## src/hw/rtl/erpd_pkg.sv

```systemverilog
// ----------------------------------------------------------------------------
// Escape run-length page decoder package
// Item types, queue entry type and constants shared by the decoder modules.
// ----------------------------------------------------------------------------
package erpd_pkg;

  localparam logic [7:0] ESC_BYTE = 8'hED;

  localparam logic [1:0] PH_IDLE  = 2'd0;
  localparam logic [1:0] PH_ONE   = 2'd1;
  localparam logic [1:0] PH_TWO   = 2'd2;
  localparam logic [1:0] PH_COUNT = 2'd3;

  localparam logic REG_IN_LIMIT  = 1'b0;
  localparam logic REG_OUT_LIMIT = 1'b1;

  typedef struct packed {
    logic [7:0] in_byte;
    logic       first;
  } byte_item_t;

  typedef struct packed {
    logic [13:0] write_offset;
    logic [7:0]  write_value;
    logic [7:0]  run_length;
    logic        last_of_item;
    logic        block_full;
  } cmd_item_t;

  typedef struct packed {
    logic      two;
    cmd_item_t r0;
    cmd_item_t r1;
  } cmd_entry_t;

  typedef struct packed {
    logic full;
    logic empty;
  } queue_status_t;

endpackage

```

## src/hw/rtl/erpd_front.sv

```systemverilog
// ----------------------------------------------------------------------------
// Escape run-length decoder front
// Accepts compressed bytes, tracks the escape phase and positions, and turns
// each byte that completes a token into a queue entry of one or two write commands.
// ----------------------------------------------------------------------------
module erpd_front import erpd_pkg::*; #(
  parameter int PAGE_BYTES = 16384
) (
  input  logic          clk,
  input  logic          rst,
  input  logic          byte_valid,
  output logic          byte_stall,
  input  byte_item_t    byte_item,
  input  logic [15:0]   in_limit,
  input  logic [14:0]   out_limit,
  input  queue_status_t qstat,
  output logic          push,
  output cmd_entry_t    push_entry
);

  localparam logic [14:0] PAGE_LIM = 15'(PAGE_BYTES);

  logic [1:0]  phase, phase_next, phase_eff;
  logic [7:0]  pending, pending_next, pending_eff;
  logic [14:0] out_pos, out_pos_next, out_eff;
  logic [15:0] in_pos, in_pos_next, in_eff;
  logic [14:0] lim, room, out_p1, out_p2, run_len;
  logic        accept, ignore, second;
  logic [7:0]  b;

  assign byte_stall = qstat.full;
  assign accept     = byte_valid && !qstat.full;
  assign b          = byte_item.in_byte;

  assign phase_eff   = byte_item.first ? PH_IDLE : phase;
  assign pending_eff = byte_item.first ? 8'd0 : pending;
  assign out_eff     = byte_item.first ? 15'd0 : out_pos;
  assign in_eff      = byte_item.first ? 16'd0 : in_pos;

  assign lim     = (out_limit > PAGE_LIM) ? PAGE_LIM : out_limit;
  assign ignore  = (in_eff >= in_limit) || (out_eff >= lim);
  assign room    = lim - out_eff;
  assign out_p1  = out_eff + 15'd1;
  assign out_p2  = out_eff + 15'd2;
  assign second  = out_p1 < lim;
  assign run_len = ({7'd0, pending_eff} < room) ? {7'd0, pending_eff} : room;

  always_comb begin
    phase_next   = phase;
    pending_next = pending;
    out_pos_next = out_pos;
    in_pos_next  = in_pos;
    push         = 1'b0;
    push_entry   = '0;
    if (accept) begin
      phase_next   = phase_eff;
      pending_next = pending_eff;
      out_pos_next = out_eff;
      in_pos_next  = in_eff;
      if (!ignore) begin
        in_pos_next = in_eff + 16'd1;
        unique case (phase_eff)
          PH_IDLE: begin
            if (b != ESC_BYTE) begin
              push         = 1'b1;
              push_entry.r0 = '{out_eff[13:0], b, 8'd1, 1'b1, out_p1 >= lim};
              out_pos_next = out_p1;
            end else begin
              phase_next = PH_ONE;
            end
          end
          PH_ONE: begin
            if (b != ESC_BYTE) begin
              push           = 1'b1;
              push_entry.two = second;
              push_entry.r0  = '{out_eff[13:0], ESC_BYTE, 8'd1, !second, !second};
              push_entry.r1  = '{out_p1[13:0], b, 8'd1, 1'b1, out_p2 >= lim};
              out_pos_next   = second ? out_p2 : out_p1;
              phase_next     = PH_IDLE;
            end else begin
              phase_next = PH_TWO;
            end
          end
          PH_TWO: begin
            pending_next = b;
            phase_next   = PH_COUNT;
          end
          default: begin
            if (pending_eff != 8'd0) begin
              push          = 1'b1;
              push_entry.r0 = '{out_eff[13:0], b, run_len[7:0], 1'b1, run_len == room};
              out_pos_next  = out_eff + run_len;
            end
            phase_next = PH_IDLE;
          end
        endcase
      end
    end
  end

  always_ff @(posedge clk) begin
    if (rst) begin
      phase   <= PH_IDLE;
      pending <= 8'd0;
      out_pos <= 15'd0;
      in_pos  <= 16'd0;
    end else begin
      phase   <= phase_next;
      pending <= pending_next;
      out_pos <= out_pos_next;
      in_pos  <= in_pos_next;
    end
  end

endmodule

```

## src/hw/rtl/erpd_queue.sv

```systemverilog
// ----------------------------------------------------------------------------
// Escape run-length decoder command queue
// A short register queue of command entries between the front and the back.
// ----------------------------------------------------------------------------
module erpd_queue import erpd_pkg::*; #(
  parameter int DEPTH = 4
) (
  input  logic          clk,
  input  logic          rst,
  input  logic          push,
  input  cmd_entry_t    push_entry,
  input  logic          pop,
  output cmd_entry_t    head,
  output queue_status_t qstat
);

  localparam int PW = $clog2(DEPTH);
  localparam int CW = $clog2(DEPTH + 1);
  localparam logic [PW-1:0] LAST_PTR = PW'(DEPTH - 1);
  localparam logic [CW-1:0] FULL_CNT = CW'(DEPTH);

  cmd_entry_t    slots [DEPTH];
  logic [PW-1:0] wr_ptr, rd_ptr;
  logic [CW-1:0] count;

  assign head        = slots[rd_ptr];
  assign qstat.full  = count == FULL_CNT;
  assign qstat.empty = count == '0;

  always_ff @(posedge clk) begin
    if (push) begin
      slots[wr_ptr] <= push_entry;
    end
  end

  always_ff @(posedge clk) begin
    if (rst) begin
      wr_ptr <= '0;
      rd_ptr <= '0;
      count  <= '0;
    end else begin
      if (push) begin
        wr_ptr <= (wr_ptr == LAST_PTR) ? '0 : wr_ptr + 1'b1;
      end
      if (pop) begin
        rd_ptr <= (rd_ptr == LAST_PTR) ? '0 : rd_ptr + 1'b1;
      end
      if (push && !pop) begin
        count <= count + 1'b1;
      end else if (pop && !push) begin
        count <= count - 1'b1;
      end
    end
  end

  assert property (@(posedge clk) disable iff (rst) !(push && qstat.full))
    else $error("Item pushed into a full queue.");
  assert property (@(posedge clk) disable iff (rst) !(pop && qstat.empty))
    else $error("Item popped from an empty queue.");
  assert property (@(posedge clk) disable iff (rst) count <= FULL_CNT)
    else $error("Queue count beyond its depth.");

endmodule

```

## src/hw/rtl/erpd_back.sv

```systemverilog
// ----------------------------------------------------------------------------
// Escape run-length decoder back
// Takes queue entries apart into single write commands and holds each one in
// the output register until it is taken.
// ----------------------------------------------------------------------------
module erpd_back import erpd_pkg::*; (
  input  logic          clk,
  input  logic          rst,
  input  cmd_entry_t    head,
  input  queue_status_t qstat,
  output logic          pop,
  output logic          cmd_valid,
  input  logic          cmd_stall,
  output cmd_item_t     cmd_item
);

  logic sub, load;

  assign load = !qstat.empty && (!cmd_valid || !cmd_stall);
  assign pop  = load && (sub || !head.two);

  always_ff @(posedge clk) begin
    if (load) begin
      cmd_item <= sub ? head.r1 : head.r0;
    end
  end

  always_ff @(posedge clk) begin
    if (rst) begin
      cmd_valid <= 1'b0;
      sub       <= 1'b0;
    end else begin
      if (load) begin
        cmd_valid <= 1'b1;
        sub       <= !pop;
      end else if (!cmd_stall) begin
        cmd_valid <= 1'b0;
      end
    end
  end

  assert property (@(posedge clk) disable iff (rst) sub |-> !qstat.empty)
    else $error("Second command pending without a queue entry.");
  assert property (@(posedge clk) disable iff (rst)
    cmd_valid |-> cmd_item.run_length != 8'd0)
    else $error("Write command with zero run length.");

endmodule

```

## src/hw/rtl/escape_rle_page_decoder_top.sv

```systemverilog
// ----------------------------------------------------------------------------
// Escape run-length page decoder
// Expands escape run-length coded bytes into write commands for one page.
// ----------------------------------------------------------------------------
// One compressed byte is accepted in every cycle while the command queue has
// room; byte_stall rises only when the queue is full. Each write command
// leaves through the output register, so a byte that gives a literal pair
// can yield two commands and the queue of QUEUE_DEPTH entries absorbs the
// difference; the output side sets the sustained rate at one command per
// cycle while cmd_stall is low. Both the queue and the output are registered.
module escape_rle_page_decoder_top import erpd_pkg::*; #(
  parameter int PAGE_BYTES  = 16384,
  parameter int QUEUE_DEPTH = 4
) (
  input  logic        clk,
  input  logic        rst,
  input  logic        byte_valid,
  output logic        byte_stall,
  input  byte_item_t  byte_item,
  output logic        cmd_valid,
  input  logic        cmd_stall,
  output cmd_item_t   cmd_item,
  input  logic        psel,
  input  logic        penable,
  input  logic        pwrite,
  input  logic [2:0]  paddr,
  input  logic [31:0] pwdata,
  output logic [31:0] prdata,
  output logic        pready
);

  logic [15:0]   in_limit;
  logic [14:0]   out_limit;
  logic          push, pop;
  cmd_entry_t    push_entry, head;
  queue_status_t qstat;

  assign pready = 1'b1;
  assign prdata = (paddr[2] == REG_OUT_LIMIT) ? {17'd0, out_limit} : {16'd0, in_limit};

  always_ff @(posedge clk) begin
    if (rst) begin
      in_limit  <= 16'd65534;
      out_limit <= 15'd16384;
    end else if (psel && penable && pwrite && pready) begin
      if (paddr[2] == REG_IN_LIMIT) begin
        in_limit <= pwdata[15:0];
      end else begin
        out_limit <= pwdata[14:0];
      end
    end
  end

  erpd_front #(.PAGE_BYTES(PAGE_BYTES)) u_front (
    .clk        (clk),
    .rst        (rst),
    .byte_valid (byte_valid),
    .byte_stall (byte_stall),
    .byte_item  (byte_item),
    .in_limit   (in_limit),
    .out_limit  (out_limit),
    .qstat      (qstat),
    .push       (push),
    .push_entry (push_entry)
  );

  erpd_queue #(.DEPTH(QUEUE_DEPTH)) u_queue (
    .clk        (clk),
    .rst        (rst),
    .push       (push),
    .push_entry (push_entry),
    .pop        (pop),
    .head       (head),
    .qstat      (qstat)
  );

  erpd_back u_back (
    .clk       (clk),
    .rst       (rst),
    .head      (head),
    .qstat     (qstat),
    .pop       (pop),
    .cmd_valid (cmd_valid),
    .cmd_stall (cmd_stall),
    .cmd_item  (cmd_item)
  );

endmodule

```

## config.mk

```make
export PLATFORM = sky130hd
export DESIGN_NAME = escape_rle_page_decoder_top
export DESIGN_NICKNAME = d
export VERILOG_FILES = /design/src/hw/rtl/erpd_pkg.sv /design/src/hw/rtl/erpd_front.sv /design/src/hw/rtl/erpd_queue.sv /design/src/hw/rtl/erpd_back.sv /design/src/hw/rtl/escape_rle_page_decoder_top.sv
export SDC_FILE = /design/constraint.sdc
export NUM_CORES = 1
export LEC_CHECK = 0
export BUFFER_PORTS_ARGS = -buffer_cell sky130_fd_sc_hd__buf_4
export CAP_MARGIN = 30
export CORE_MARGIN = 1.5
export CORE_UTILIZATION = 45
export CTS_BUF_LIST = sky130_fd_sc_hd__clkbuf_4
export DETAILED_ROUTE_END_ITERATION = 10
export SYNTH_ARGS = -nofsm -noshare
export SYNTH_HDL_FRONTEND = slang
export SYNTH_SLANG_ARGS = --single-unit
```

## constraint.sdc

```tcl
create_clock -name clk -period 15.41 [get_ports clk]
set_input_delay 0.7705 -clock clk [delete_from_list [all_inputs] [get_ports clk]]
set_output_delay 0.7705 -clock clk [all_outputs]
set_load 0.005 [all_outputs]
```

==> results.md, run 1 <==
- In this run the tightest slew margin relative to its limit is 38.0%.
- The analysis attributes to cell leakage a power of 0.00809 µW.
- In this run the critical register-to-register path is launched from out_limit[14].
- The cell count of the worst reg-to-reg path is 26.
- The clock skew is 0.0885 ns.
- The post-CTS repair timing setup buffer count is 0.
- Port buffering added 82 buffers.
- The global-route wire length before repair is 76,700 µm.
- The actual slew at the worst max-slew pin is 0.930 ns.
- The detailed-route DRC error count is 0.
- The final layout net count is 1,905.
- The clock period could shrink to 7.30 ns.
- From left edge to right edge, the die measures 205 µm.
- After floorplanning, the core was sized to cover 39,900 µm².
- The total standard cell area after synthesis is 18,300 µm².
- The via count of the first global-routing pass was 13,400.
- Static timing analysis puts the maximum clock frequency at 137 MHz.
- Counting the buffers created by CTS gives 92.
- The clock latency of the later-clocked register in the worst-skew pair is 0.81 ns.
- The worst setup path is launched from a flip-flop.
- Pin placement for this block handled 118 I/O pins.
- From synthesis to final layout, the design area changed by 13.0%.
- The slack of the worst reg-to-reg path is 8.11 ns.
- Among all flip-flop cells after synthesis, the most frequent one is sky130_fd_sc_hd__edfxtp_1.
- The number of hold violations in the final report came to 0.
- The vias per cell is 5.67.
- The die area is 41,900 µm².
- The effective utilization at floorplan is 45.9%.
- The maximum single-stage delay on the critical path is 0.60 ns.
- Counting stages on the worst path, the most repeated cell is sky130_fd_sc_hd__o21ai_0.
- The first-pass detailed-route iteration total is 5.
- The share of the Yosys chip area taken by registers is 51.7%.
- IR analysis of the VDD net gives a maximum drop of 0.0632 mV.
- The clock transition at the registers of the reported paths is 0.06 ns.
- The post-route worst setup slack is 8.11 ns.
- For the worst setup path, the data required time is 16.14 ns.
- The flow ran to the end, and the final reports show no timing, DRC or antenna violations.
- The number of design-rule violations left by the first detailed-router iteration is 801.
- The initial antenna violation count came to 4.
- The share of flip-flops with an asynchronous set or reset is 0%.
- For this run, the total global-route usage over all layers was measured as 24.3%.
- The site row count is 73.
- After synthesis, the largest area contributor takes up 42.6% of total cell area.
- The clock passes through at most 3 buffers.
- sky130_fd_sc_hd__edfxtp_1 takes more of the synthesized area than any other cell.
- After routing, the total negative slack on setup checks comes to 0 ns.
- The worst register-to-register path ends at u_front.out_pos[14].
- After detailed placement, the design holds a cell count of 2,189.
- The post-placement worst setup slack is 7.52 ns.
- The tightest min-delay check is of the in -> reg type.
- The distinct cell type count of the synthesized netlist is 88.
- The worst-path maximum fanout is 10.
- Setup violations remaining at the end of the flow were counted as 0.
- The H-tree depth reported by CTS is 3.
- The critical path arrival is 8.03 ns.
- The power per unit of standard cell area is 129 nW/µm².
- In this run, post-CTS repair resized a total of 0 instances.
- The half-perimeter wire length after placement is 34,200 µm.
- The number of cells in the finished layout apart from fillers is 2,360.
- The critical-path cell with the highest stage delay is sky130_fd_sc_hd__o31ai_1.
- The clock net in this run drives a total of 343 sinks.
- The average wire per standard cell is 20.9 µm.
- Dividing the final minimum period by the clock period gives 47.4%.
- TritonCTS built the clock tree.
- For this run, the number of Yosys warnings is 0.
- The most critical setup path has its startpoint at out_limit[14].
- Entering global routing, the biggest net connects 58 pins.
- The critical path is of the reg -> reg type.
- Detailed routing inserted a total of 13,381 vias.
- The number of slew-limit violations in the final report is 0.
- The die extent in y is 205 µm.
- Yosys mapped a number of flops with a built-in enable equal to 260.
- The total congestion overflow is 0.
- The remaining antenna violation count is 0.
- Max-cap violations in this run came to 0.
- The register bit count reported by yosys is 343.
- The cell count after synthesis is 1,630.
- The endpoint kind of the worst setup timing path is a flip-flop.
- The layout cell share with drive strength beyond 1 is 19.3%.
- The placer congestion estimate is 0.928.
- The critical path ends at u_front.out_pos[14].
- The count of hold buffers inserted by post-cts repair is 0.
- The final layout contains routed wiring with a total length of 49,400 µm.
- Setup repair after global routing left no endpoint under its margin.
- In the post-synthesis netlist, the biggest area contributors are sky130_fd_sc_hd__edfxtp_1 43%, sky130_fd_sc_hd__dfxtp_1 9.1%, sky130_fd_sc_hd__mux4_2 7.0%.
- The per-instance average area after synthesis is 11.2 µm².
- The cell at the root of the clock tree is sky130_fd_sc_hd__clkbuf_4.
[power breakdown]
part           switching [µW]  internal (µW)
clock network             383            470
registers                53.2           1140
logic                     334            287
[layout make-up]
cell class,instances,area [µm²]
clock inverters,34,260
clock buffers,134,1010
diodes,3,7.51
inverters,85,324
well taps,525,657
fillers,3608,19200
flip-flops and latches,343,9470
multi-input cells,1131,8180
repair buffers,105,800
[metrics by stage]
| stage | instance area (µm²) | power, µW | util, % | hold WS (ns) |
|---|---|---|---|---|
| after global placement | 19400 | 1840 | 48.6 | 0.459 |
| after floorplan | 18400 | 1620 | - | 0.439 |
| after global routing | 20700 | 2830 | 51.9 | 0.134 |
| final | 20700 | 2670 | 51.9 | 0.195 |
| after detailed placement | 19400 | 1850 | 48.7 | 0.466 |
| after CTS | 20700 | 2720 | 51.9 | 0.113 |
[worst min-delay path by stage]
stage / from / endpoint / slack (ns) / cells after the start
finish: pwdata[15] / in_limit[15] / 0.19 / 3
global route: pwdata[15] / in_limit[15] / 0.13 / 3
CTS: pwdata[15] / in_limit[15] / 0.11 / 3
detailed placement: u_back.cmd_valid / u_back.cmd_valid / 0.47 / 2
global placement: u_back.cmd_valid / u_back.cmd_valid / 0.46 / 2
floorplan: u_front.out_pos[12] / u_front.out_pos[12] / 0.44 / 2
[cell usage after synthesis, types with 12 or more instances]
cell and number:
sky130_fd_sc_hd__a21o_1 16, sky130_fd_sc_hd__a21oi_1 89, sky130_fd_sc_hd__and2_1 31, sky130_fd_sc_hd__and3_1 18, sky130_fd_sc_hd__buf_4 21, sky130_fd_sc_hd__clkbuf_1 48
sky130_fd_sc_hd__dfxtp_1 83, sky130_fd_sc_hd__edfxtp_1 260, sky130_fd_sc_hd__ha_1 93, sky130_fd_sc_hd__inv_1 81, sky130_fd_sc_hd__mux2i_1 19, sky130_fd_sc_hd__mux4_2 57
sky130_fd_sc_hd__nand2_1 247, sky130_fd_sc_hd__nand2b_1 13, sky130_fd_sc_hd__nand3_1 32, sky130_fd_sc_hd__nand4_1 22, sky130_fd_sc_hd__nor2_1 88, sky130_fd_sc_hd__nor2b_1 38
sky130_fd_sc_hd__nor3_1 16, sky130_fd_sc_hd__o211ai_1 26, sky130_fd_sc_hd__o21a_1 12, sky130_fd_sc_hd__o21ai_0 69, sky130_fd_sc_hd__xnor2_1 34, sky130_fd_sc_hd__xor2_1 18
[layout by cell type, fill, tap and decap left out, types with 5 or more instances in the layout]
cell	synthesis	routed
sky130_fd_sc_hd__edfxtp_1	260	260
sky130_fd_sc_hd__nand2_1	247	247
sky130_fd_sc_hd__clkbuf_4	0	134
sky130_fd_sc_hd__buf_4	21	103
sky130_fd_sc_hd__ha_1	93	93
sky130_fd_sc_hd__a21oi_1	89	89
sky130_fd_sc_hd__nor2_1	88	87
sky130_fd_sc_hd__inv_1	81	81
sky130_fd_sc_hd__dfxtp_1	83	81
sky130_fd_sc_hd__o21ai_0	69	69
sky130_fd_sc_hd__mux4_2	57	57
sky130_fd_sc_hd__nor2b_1	38	38
sky130_fd_sc_hd__xnor2_1	34	34
sky130_fd_sc_hd__nand3_1	32	32
sky130_fd_sc_hd__and2_1	31	27
sky130_fd_sc_hd__o211ai_1	26	26
sky130_fd_sc_hd__conb_1	2	23
sky130_fd_sc_hd__nand4_1	22	22
sky130_fd_sc_hd__clkinv_1	2	21
sky130_fd_sc_hd__mux2i_1	19	19
sky130_fd_sc_hd__and3_1	18	18
sky130_fd_sc_hd__xor2_1	18	18
sky130_fd_sc_hd__a21o_1	16	16
sky130_fd_sc_hd__nor3_1	16	16
sky130_fd_sc_hd__nand2b_1	13	13
sky130_fd_sc_hd__o21a_1	12	12
sky130_fd_sc_hd__a31oi_1	10	10
sky130_fd_sc_hd__a22o_1	10	10
sky130_fd_sc_hd__a211oi_1	9	9
sky130_fd_sc_hd__nor4_1	8	8
sky130_fd_sc_hd__mux2_2	7	7
sky130_fd_sc_hd__clkinv_2	0	7
sky130_fd_sc_hd__a31o_2	6	6
sky130_fd_sc_hd__a22oi_1	6	6
sky130_fd_sc_hd__a21boi_0	5	5
sky130_fd_sc_hd__or3_1	5	5
[metal layers]
layer  track usage [%]  vias to the layer above  wire, µm
met5                 0                        -        32
met4              10.7                        4      1730
met3              5.19                       95      3210
met2              39.3                      427     23300
met1              31.3                     6528     21100
li1                  -                     6327         -
[critical path, delay by kind of cell (launching register included)]
family | cells | cell delay [ns]
compound gates | 12 | 3.47
mux | 2 | 0.63
flops | 1 | 0.52
simple gates | 4 | 0.72
fa+ha+maj | 3 | 0.97
xor+xnor | 1 | 0.14
buf+inv | 4 | 0.78
[cells by family after synthesis]
family | after synthesis | share of synthesized area (%)
flip-flops | 343 | 51.7
buffers and inverters | 177 | 4.17
AND/OR/NAND/NOR | 551 | 14.5
AO/OA/AOI/OAI | 323 | 11.7
adder cells (fa/ha/maj) | 96 | 6.68
XOR/XNOR | 53 | 2.61
multiplexers | 85 | 8.64
other | 2 | 0.0410
[sequential cells by signal, indices dropped and copies added (netlist names), named ones only]
signal / flops
u_queue.slots: 228
u_back.cmd_item: 32
in_limit: 16
u_front.in_pos: 16
out_limit: 15
u_front.out_pos: 15
u_front.pending: 8
u_queue.count: 3
u_front.phase: 2
u_queue.rd_ptr: 2
u_queue.wr_ptr: 2
u_back.cmd_valid: 1
u_back.sub: 1
Note: power is estimated with default switching activity, not from simulation.
==> run 2: changes to the inputs <==
- clock period: 15.41 -> 6.6 ns (I/O delays scaled with it)
==> run 2 against run 1 <==
Compared with the run above:
- clock power grew 110%
- sequential share of layout area shrank 1.1 points
- first-iteration DRC count grew 12%
- sequential power grew 130%
- worst hold slack lost 0.13 ns
- routed wire length grew 0.37%
- die area is the same
- combinational power grew 140%
- total power grew 130%
- via count grew 2.3%
==> results.md, run 2 (same netlist as run 1, synthesis figures left out) <==
- The number of flip-flops under the largest register name is 228.
- After detailed routing, the number of remaining DRC violations is 0.
- The layout cell share with drive strength beyond 1 is 20.3%.
- In this run the remaining antenna-violating nets after routing total 0.
- The via count of the first global-routing pass is 13,785.
- The total of fill cells in the finished design is 3,580.
- The average wire per standard cell is 20.6 µm.
- The worst-path maximum fanout is 5.
- The first-pass detailed-route iteration total is 5.
- The endpoint identified for the worst register-to-register timing path is u_front.out_pos[14].
- For the final database, setup skew stands at 0.0492 ns.
- The worst register-to-register path begins at out_limit[5].
- The cell count of the worst reg-to-reg path is 27.
- The cell seen most often among critical-path stages is sky130_fd_sc_hd__ha_1.
- The timing startpoint of the critical path is out_limit[5].
- The startpoint-to-endpoint class of the critical path is reg -> reg.
- In the final layout, the registers with the most flip-flops are u_queue.slots: 228 flops, u_back.cmd_item: 32 flops.
- The worst slew margin relative to its limit is 31.9%.
- In the global route stage, met3 resource usage came out at 5.15%.
- The met1 layer usage reported by global route is 30.5%.
- The final layout net count is 1,971.
- Adding up every negative setup slack in the final design gives 0 ns.
- The busiest layer in global routing is met2.
- The register name with the most flops is u_queue.slots.
- The run finished with clean final reports.
- The die area is 41,900 µm².
- The clock latency of the later-clocked register in the worst-skew pair is 0.80 ns.
- The endpoint of the worst setup timing path is u_front.out_pos[14].
- The critical path crosses 27 cells after its start point.
- The maximum clock path buffer count is 3.
- The initial antenna violation count is 1.
- The cell leakage power is 0.00837 µW.
- The count of port buffers added during placement is 82.
- The worst path uses 91.4% of the clock period.
- Across the run, the number of max-cap violations was 0.
- The maximum frequency from static timing analysis is 166 MHz.
- The effective utilization at floorplan is 45.9%.
- The area of all sequential standard cells is 9470 µm².
- The slack of the worst reg-to-reg path is 0.56 ns.
- Setup repair after global routing left no endpoint under its margin.
- The most frequent standard cell in the layout excluding fill and tap cells is sky130_fd_sc_hd__edfxtp_1.
- The die width is 205 µm.
- The launching element type of the critical path is a flip-flop.
- The critical path arrival is 6.76 ns.
- The placer congestion estimate is 0.950.
- 118 I/O pins were placed.
- The site row count is 73.
- TritonCTS built the clock tree.
- The post-route total power is 6070 µW.
- For this run, global-route usage on met2 was measured as 39.8%.
- The power per unit of standard cell area is 286 nW/µm².
- The worst hold path class is in -> reg.
- The cell at the root of the clock tree is sky130_fd_sc_hd__clkbuf_4.
- The die extent in y is 205 µm.
- The H-tree depth reported by CTS is 3.
- Global routing finished with a remaining overflow of 0.
- Hold is met by 0.0675 ns.
- The maximum single-stage delay on the critical path is 0.40 ns.
- The number of buffers added by the clock tree synthesis step is 90.
- The detailed-route via count is 13,691.
- The maximum number of pins on one net before global-route repair is 58.
- The number of clock sinks is 343.
- The endpoint kind of the worst setup timing path is a flip-flop.
- The detailed router finished its first iteration with 899 violations.
- The final routed wirelength across all metal layers is 49,600 µm.
- The number of hold violations in the final report came to 0.
- The vias per cell is 5.69.
- The number of slew-limit violations in the final report was 0.
- The total area of multi-input combinational cells is 8200 µm².
- In the global route stage, overall resource usage came out at 24.1%.
- The worst path needs 6.04 ns of the cycle, external delays included.
- Across the VDD grid, the largest voltage drop is 0.182 mV.
- The clock transition at the registers of the reported paths is 0.06 ns.
- The first global-routing pass estimated 76,500 µm of wire.
- The count of endpoints failing setup in the final report is 0.
- Data on the critical path is required at its endpoint by 7.32 ns.
- Among all stages on the critical path, the largest delay is contributed by sky130_fd_sc_hd__fa_1.
- The half-perimeter wire length after placement is 34,800 µm.
- Leaving out fill and tap cells, the most frequent cells in the layout are 260 x sky130_fd_sc_hd__edfxtp_1, 247 x sky130_fd_sc_hd__nand2_1, 134 x sky130_fd_sc_hd__buf_4.
- The number of buffers and inverters on the critical path is 3.
- The category of cells accounting for the largest share of critical-path delay is compound AO/OA/AOI/OAI gates.
- The area overhead of the layout relative to synthesis is 15.7%.
- At the pin with the least slew margin, the transition time is 1.02 ns.
- The floorplan core area is 39,900 µm².
## run 2: cell types whose count changed in the layout (fill, tap and decap cells not counted), moves of 4 or more
cell and delta:
sky130_fd_sc_hd__clkinv_2 -5, sky130_fd_sc_hd__buf_4 +31, sky130_fd_sc_hd__clkinv_1 -8, sky130_fd_sc_hd__dlygate4sd3_1 +32, sky130_fd_sc_hd__buf_12 +4, sky130_fd_sc_hd__clkbuf_4 -7
## run 2: power breakdown
| part | leakage, µW | switching (µW) | internal [µW] |
|---|---|---|---|
| registers | 0.00312 | 108 | 2670 |
| logic | 0.00460 | 800 | 703 |
| clock network | 0.000650 | 839 | 954 |
## run 2: how the worst min path moves through the flow
stage                           to  slack (ns)                 from  depth (start not counted)
6_report               in_limit[1]        0.07              penable                          4
5_1_grt               out_limit[3]        0.09              penable                          5
4_1_cts                in_limit[1]        0.02              penable                          4
3_5_place_dp      u_back.cmd_valid        0.47     u_back.cmd_valid                          2
3_3_place_gp      u_back.cmd_valid        0.47     u_back.cmd_valid                          2
2_1_floorplan  u_front.out_pos[12]        0.44  u_front.out_pos[12]                          2
## run 2: final cells by class
class                   instances  share of cell area, %
flip-flops and latches        343                   44.7
multi-input cells            1131                   38.7
repair buffers                173                   6.81
clock buffers                 127                   4.50
well taps                     525                   3.10
inverters                      85                   1.53
clock inverters                19                  0.661
diodes                          3                 0.0354
## run 2: stage by stage
step | area, µm² | worst slack, ns | utilization [%] | std cells
after global routing | 21200 | 0.0702 | 53.1 | 2404
final | 21200 | 0.565 | 53.1 | 2406
after detailed placement | 19700 | 0.158 | 49.5 | 2224
after CTS | 21200 | 0.142 | 53.0 | 2402
after global placement | 19700 | 0.286 | 49.4 | 2221
after floorplan | 18400 | 0.937 | - | 1651
## run 2: layer usage
metal	routed length, µm	vias to the layer above
li1	-	6422
met1	21000	6691
met2	23700	465
met3	3160	113
met4	1810	0
met5	0	-
## run 2: what timing repair did
action | 4_1_cts | 5_1_grt
hold buffers | 32 | 0
hold endpoints to repair | 97 | 0
setup endpoints to repair | 0 | 5
gates resized for setup | 0 | 6
setup buffers | 0 | 1
## run 2: worst min-delay path, stage by stage
cell	delay, ns
sky130_fd_sc_hd__buf_4	0.11
sky130_fd_sc_hd__nand3_1	0.09
sky130_fd_sc_hd__nor2_2	0.11
sky130_fd_sc_hd__o211ai_1	0.16
==> run 3: changes to the inputs <==
==> constraint.sdc (replaced) <==
create_clock -name clk -period 6.6 [get_ports clk]
set_input_delay 1.32 -clock clk [delete_from_list [all_inputs] [get_ports clk]]
set_output_delay 1.32 -clock clk [all_outputs]
set_load 0.005 [all_outputs]
==> run 3 against run 2 <==
Compared with the run above:
- global-route usage is 1.3 points higher
- clock skew grew 0.013 ns
- via count increased by 1.6%
- first-iteration DRC count increased by 4.0%
- clock-buffer cell count increased by 9
- register-to-register slack got worse by 0.09 ns
- largest cell class unchanged
==> results.md, run 3 (same netlist as run 1, synthesis figures left out) <==
- Once the clock tree was built, the resizer swapped 0 gates to a different size.
- The filler cells instantiated in the layout total 3,451.
- The number of clock sinks is 343.
- The final period demand of the worst path is 6.13 ns.
- Setup violations remaining at the end of the flow were counted as 0.
- The worst setup path is launched from a flip-flop.
- The cell leakage power is 0.00884 µW.
- The core region is 39,900 µm².
- Pin placement for this block handled 118 I/O pins.
- Across the run, the number of max-cap violations was 0.
- The worst slew margin relative to its limit is 39.0%.
- The detailed-route via count is 13,909.
- At the end of the flow, the number of nets in the layout was 2,040.
- The remaining antenna violation count is 0.
- The startpoint-to-endpoint class of the critical path is reg -> reg.
- The flow ran to the end, and the final reports show no timing, DRC or antenna violations.
- For this run, the number of standard cells in the final layout without fillers is 2,491.
- The endpoint kind of the worst setup timing path is a flip-flop.
- Counting flops per register, the top entry is u_queue.slots.
- The vias per cell is 5.58.
- The worst-path maximum fanout is 7.
- The first global-routing pass estimated 80,000 µm of wire.
- The count of hold buffers inserted by post-cts repair is 0.
- For the worst setup path, the data required time is 7.31 ns.
- The maximum clock path buffer count is 3.
- The initial antenna violation count is 2.
- In this run the post-CTS setup repair buffer count came out at 0.
- Cells with a size suffix above 1 make up 25.2% of the layout.
- The post-route total power is 6290 µW.
- The half-perimeter wire length after placement is 37,400 µm.
- The number of hold violations in the final report was 0.
- The number of flip-flops under the largest register name is 228.
- Entering global routing, the biggest net connects 58 pins.
- The worst-case IR drop observed on VDD is 0.151 mV.
- For this run, the top clock speed supported by timing is 163 MHz.
- The total congestion overflow is 0.
- The area overhead of the layout relative to synthesis is 19.2%.
- CTS built an H-tree with a depth of 3.
- In this run the core area contains 73 standard-cell rows.
- At the pin with the least slew margin, the transition time is 0.915 ns.
- The final routed wirelength across all metal layers is 51,500 µm.
- The clock reaches the later pin of the worst-skew pair after 0.81 ns.
- From left edge to right edge, the die measures 205 µm.
- The congestion estimate from routability-driven global placement came to 0.949.
- The number of slew-limit violations in the final report is 0.
- The post-route core utilization is 54.7%.
- The effective utilization at floorplan is 45.9%.
- The cell at the root of the clock tree is sky130_fd_sc_hd__clkbuf_4.
- The via count of the first global-routing pass was 14,019.
- The first detailed-routing pass took 5 iterations.
- The die extent in y is 205 µm.
- The die covers 41,900 µm².
- The count of port buffers added during placement is 82.
- In the finished design, the share of the clock period the worst path needs comes to 92.9%.
- For this block, the initial DRC count from the detailed router was 935.
- TritonCTS created 91 clock buffers.
- Setup repair after global routing left no endpoint under its margin.
- In this run the worst hold path is classified as reg -> reg.
- The total global routing track utilization is 25.4%.
- The sequential cells in the finished layout cover a total of 9470 µm².
- The number of placed instances, taps included, is 2,325.
- The average wire per standard cell is 20.7 µm.
- In the final layout, the registers with the most flip-flops are u_queue.slots: 228 flops, u_back.cmd_item: 32 flops.
- Clock skew on the completed layout was measured at 0.0617 ns.
- The power per unit of standard cell area is 288 nW/µm².
- In the layout the commonest cells are 260 x sky130_fd_sc_hd__edfxtp_1, 247 x sky130_fd_sc_hd__nand2_1, 230 x sky130_fd_sc_hd__buf_4.
- Clock-pin slew was measured on the worst setup and hold paths at 0.06 ns.
- STA puts the critical path data arrival time at 6.84 ns.
- The clock tree from TritonCTS is done.
- In the routed design, unresolved DRC markers number 0.
- The multi-input combinational cells in the finished layout cover a total of 8210 µm².
- The library cell used most frequently in the layout, excluding fill and tap cells, is sky130_fd_sc_hd__edfxtp_1.
==> run 3: cell count changes in the layout (fill, tap and decap cells not counted), moves of 3 or more <==
cell | previous run | this run
sky130_fd_sc_hd__clkbuf_4 | 127 | 136
sky130_fd_sc_hd__buf_12 | 4 | 9
sky130_fd_sc_hd__buf_4 | 134 | 230
sky130_fd_sc_hd__clkinv_1 | 13 | 18
sky130_fd_sc_hd__dlygate4sd3_1 | 32 | 0
sky130_fd_sc_hd__clkinv_2 | 2 | 5
==> run 3: area by class of cell <==
cell class,count,area share (%)
flip-flops and latches,343,43.4
multi-input cells,1131,37.6
repair buffers,241,8.91
clock buffers,136,4.68
well taps,525,3.01
inverters,85,1.48
clock inverters,27,0.900
diodes,3,0.0344
==> run 3: path summary, 6_finish.rpt <==
kind                     from             endpoint  slack (ns)  cells past startpoint
max             out_limit[14]  u_front.out_pos[14]        0.47                     27
min          u_back.cmd_valid     u_back.cmd_valid        0.47                      2
max reg2reg     out_limit[14]  u_front.out_pos[14]        0.47                     27
min reg2reg  u_back.cmd_valid     u_back.cmd_valid        0.47                      2
==> run 3: stage by stage <==
stage          setup TNS, ns  worst slack (ns)  hold WS, ns  area (µm²)
2_1_floorplan              0            0.0520        0.439       18400
3_3_place_gp          -0.843            -0.316        0.462       20500
3_5_place_dp           -1.62            -0.403        0.474       20600
4_1_cts                    0             0.204        0.482       21800
5_1_grt                    0           0.00501        0.520       21800
6_report                   0             0.472        0.473       21800
==> run 3: power breakdown <==
part           total [µW]  internal [µW]  leakage, µW  switching (µW)
clock                1950           1060     0.000725             889
combinational        1560            749      0.00499             811
sequential           2780           2660      0.00312             114
total                6290           4470      0.00884            1810
==> run 3: routing by layer <==
metal  global-route usage, %  part of all wire, %  vias up
li1                        -                    -     6594
met1                    33.0                   42     6753
met2                    41.2                   47      455
met3                    5.20                  6.3      107
met4                    11.1                  3.9        0
met5                       0                    0        -
==> run 3: worst max-delay path: stages (launching register included) <==
cell and delay (ns):
sky130_fd_sc_hd__dfxtp_1 0.43, sky130_fd_sc_hd__clkinv_1 0.18, sky130_fd_sc_hd__a41o_1 0.25, sky130_fd_sc_hd__nand2_1 0.24, sky130_fd_sc_hd__inv_1 0.08, sky130_fd_sc_hd__ha_1 0.35, sky130_fd_sc_hd__o21a_1 0.21, sky130_fd_sc_hd__o31a_1 0.15
sky130_fd_sc_hd__o41ai_4 0.27, sky130_fd_sc_hd__xor2_1 0.17, sky130_fd_sc_hd__ha_1 0.33, sky130_fd_sc_hd__nand3_1 0.08, sky130_fd_sc_hd__o21ai_2 0.21, sky130_fd_sc_hd__o211ai_1 0.13, sky130_fd_sc_hd__nor4b_2 0.24, sky130_fd_sc_hd__buf_4 0.20
sky130_fd_sc_hd__mux2i_1 0.11, sky130_fd_sc_hd__ha_1 0.24, sky130_fd_sc_hd__fa_1 0.41, sky130_fd_sc_hd__a211oi_2 0.28, sky130_fd_sc_hd__o21ai_0 0.18, sky130_fd_sc_hd__a41oi_1 0.24, sky130_fd_sc_hd__buf_4 0.17, sky130_fd_sc_hd__o21bai_1 0.07
sky130_fd_sc_hd__a21oi_1 0.25, sky130_fd_sc_hd__o21ai_0 0.16, sky130_fd_sc_hd__mux2_2 0.28, sky130_fd_sc_hd__a31oi_1 0.12
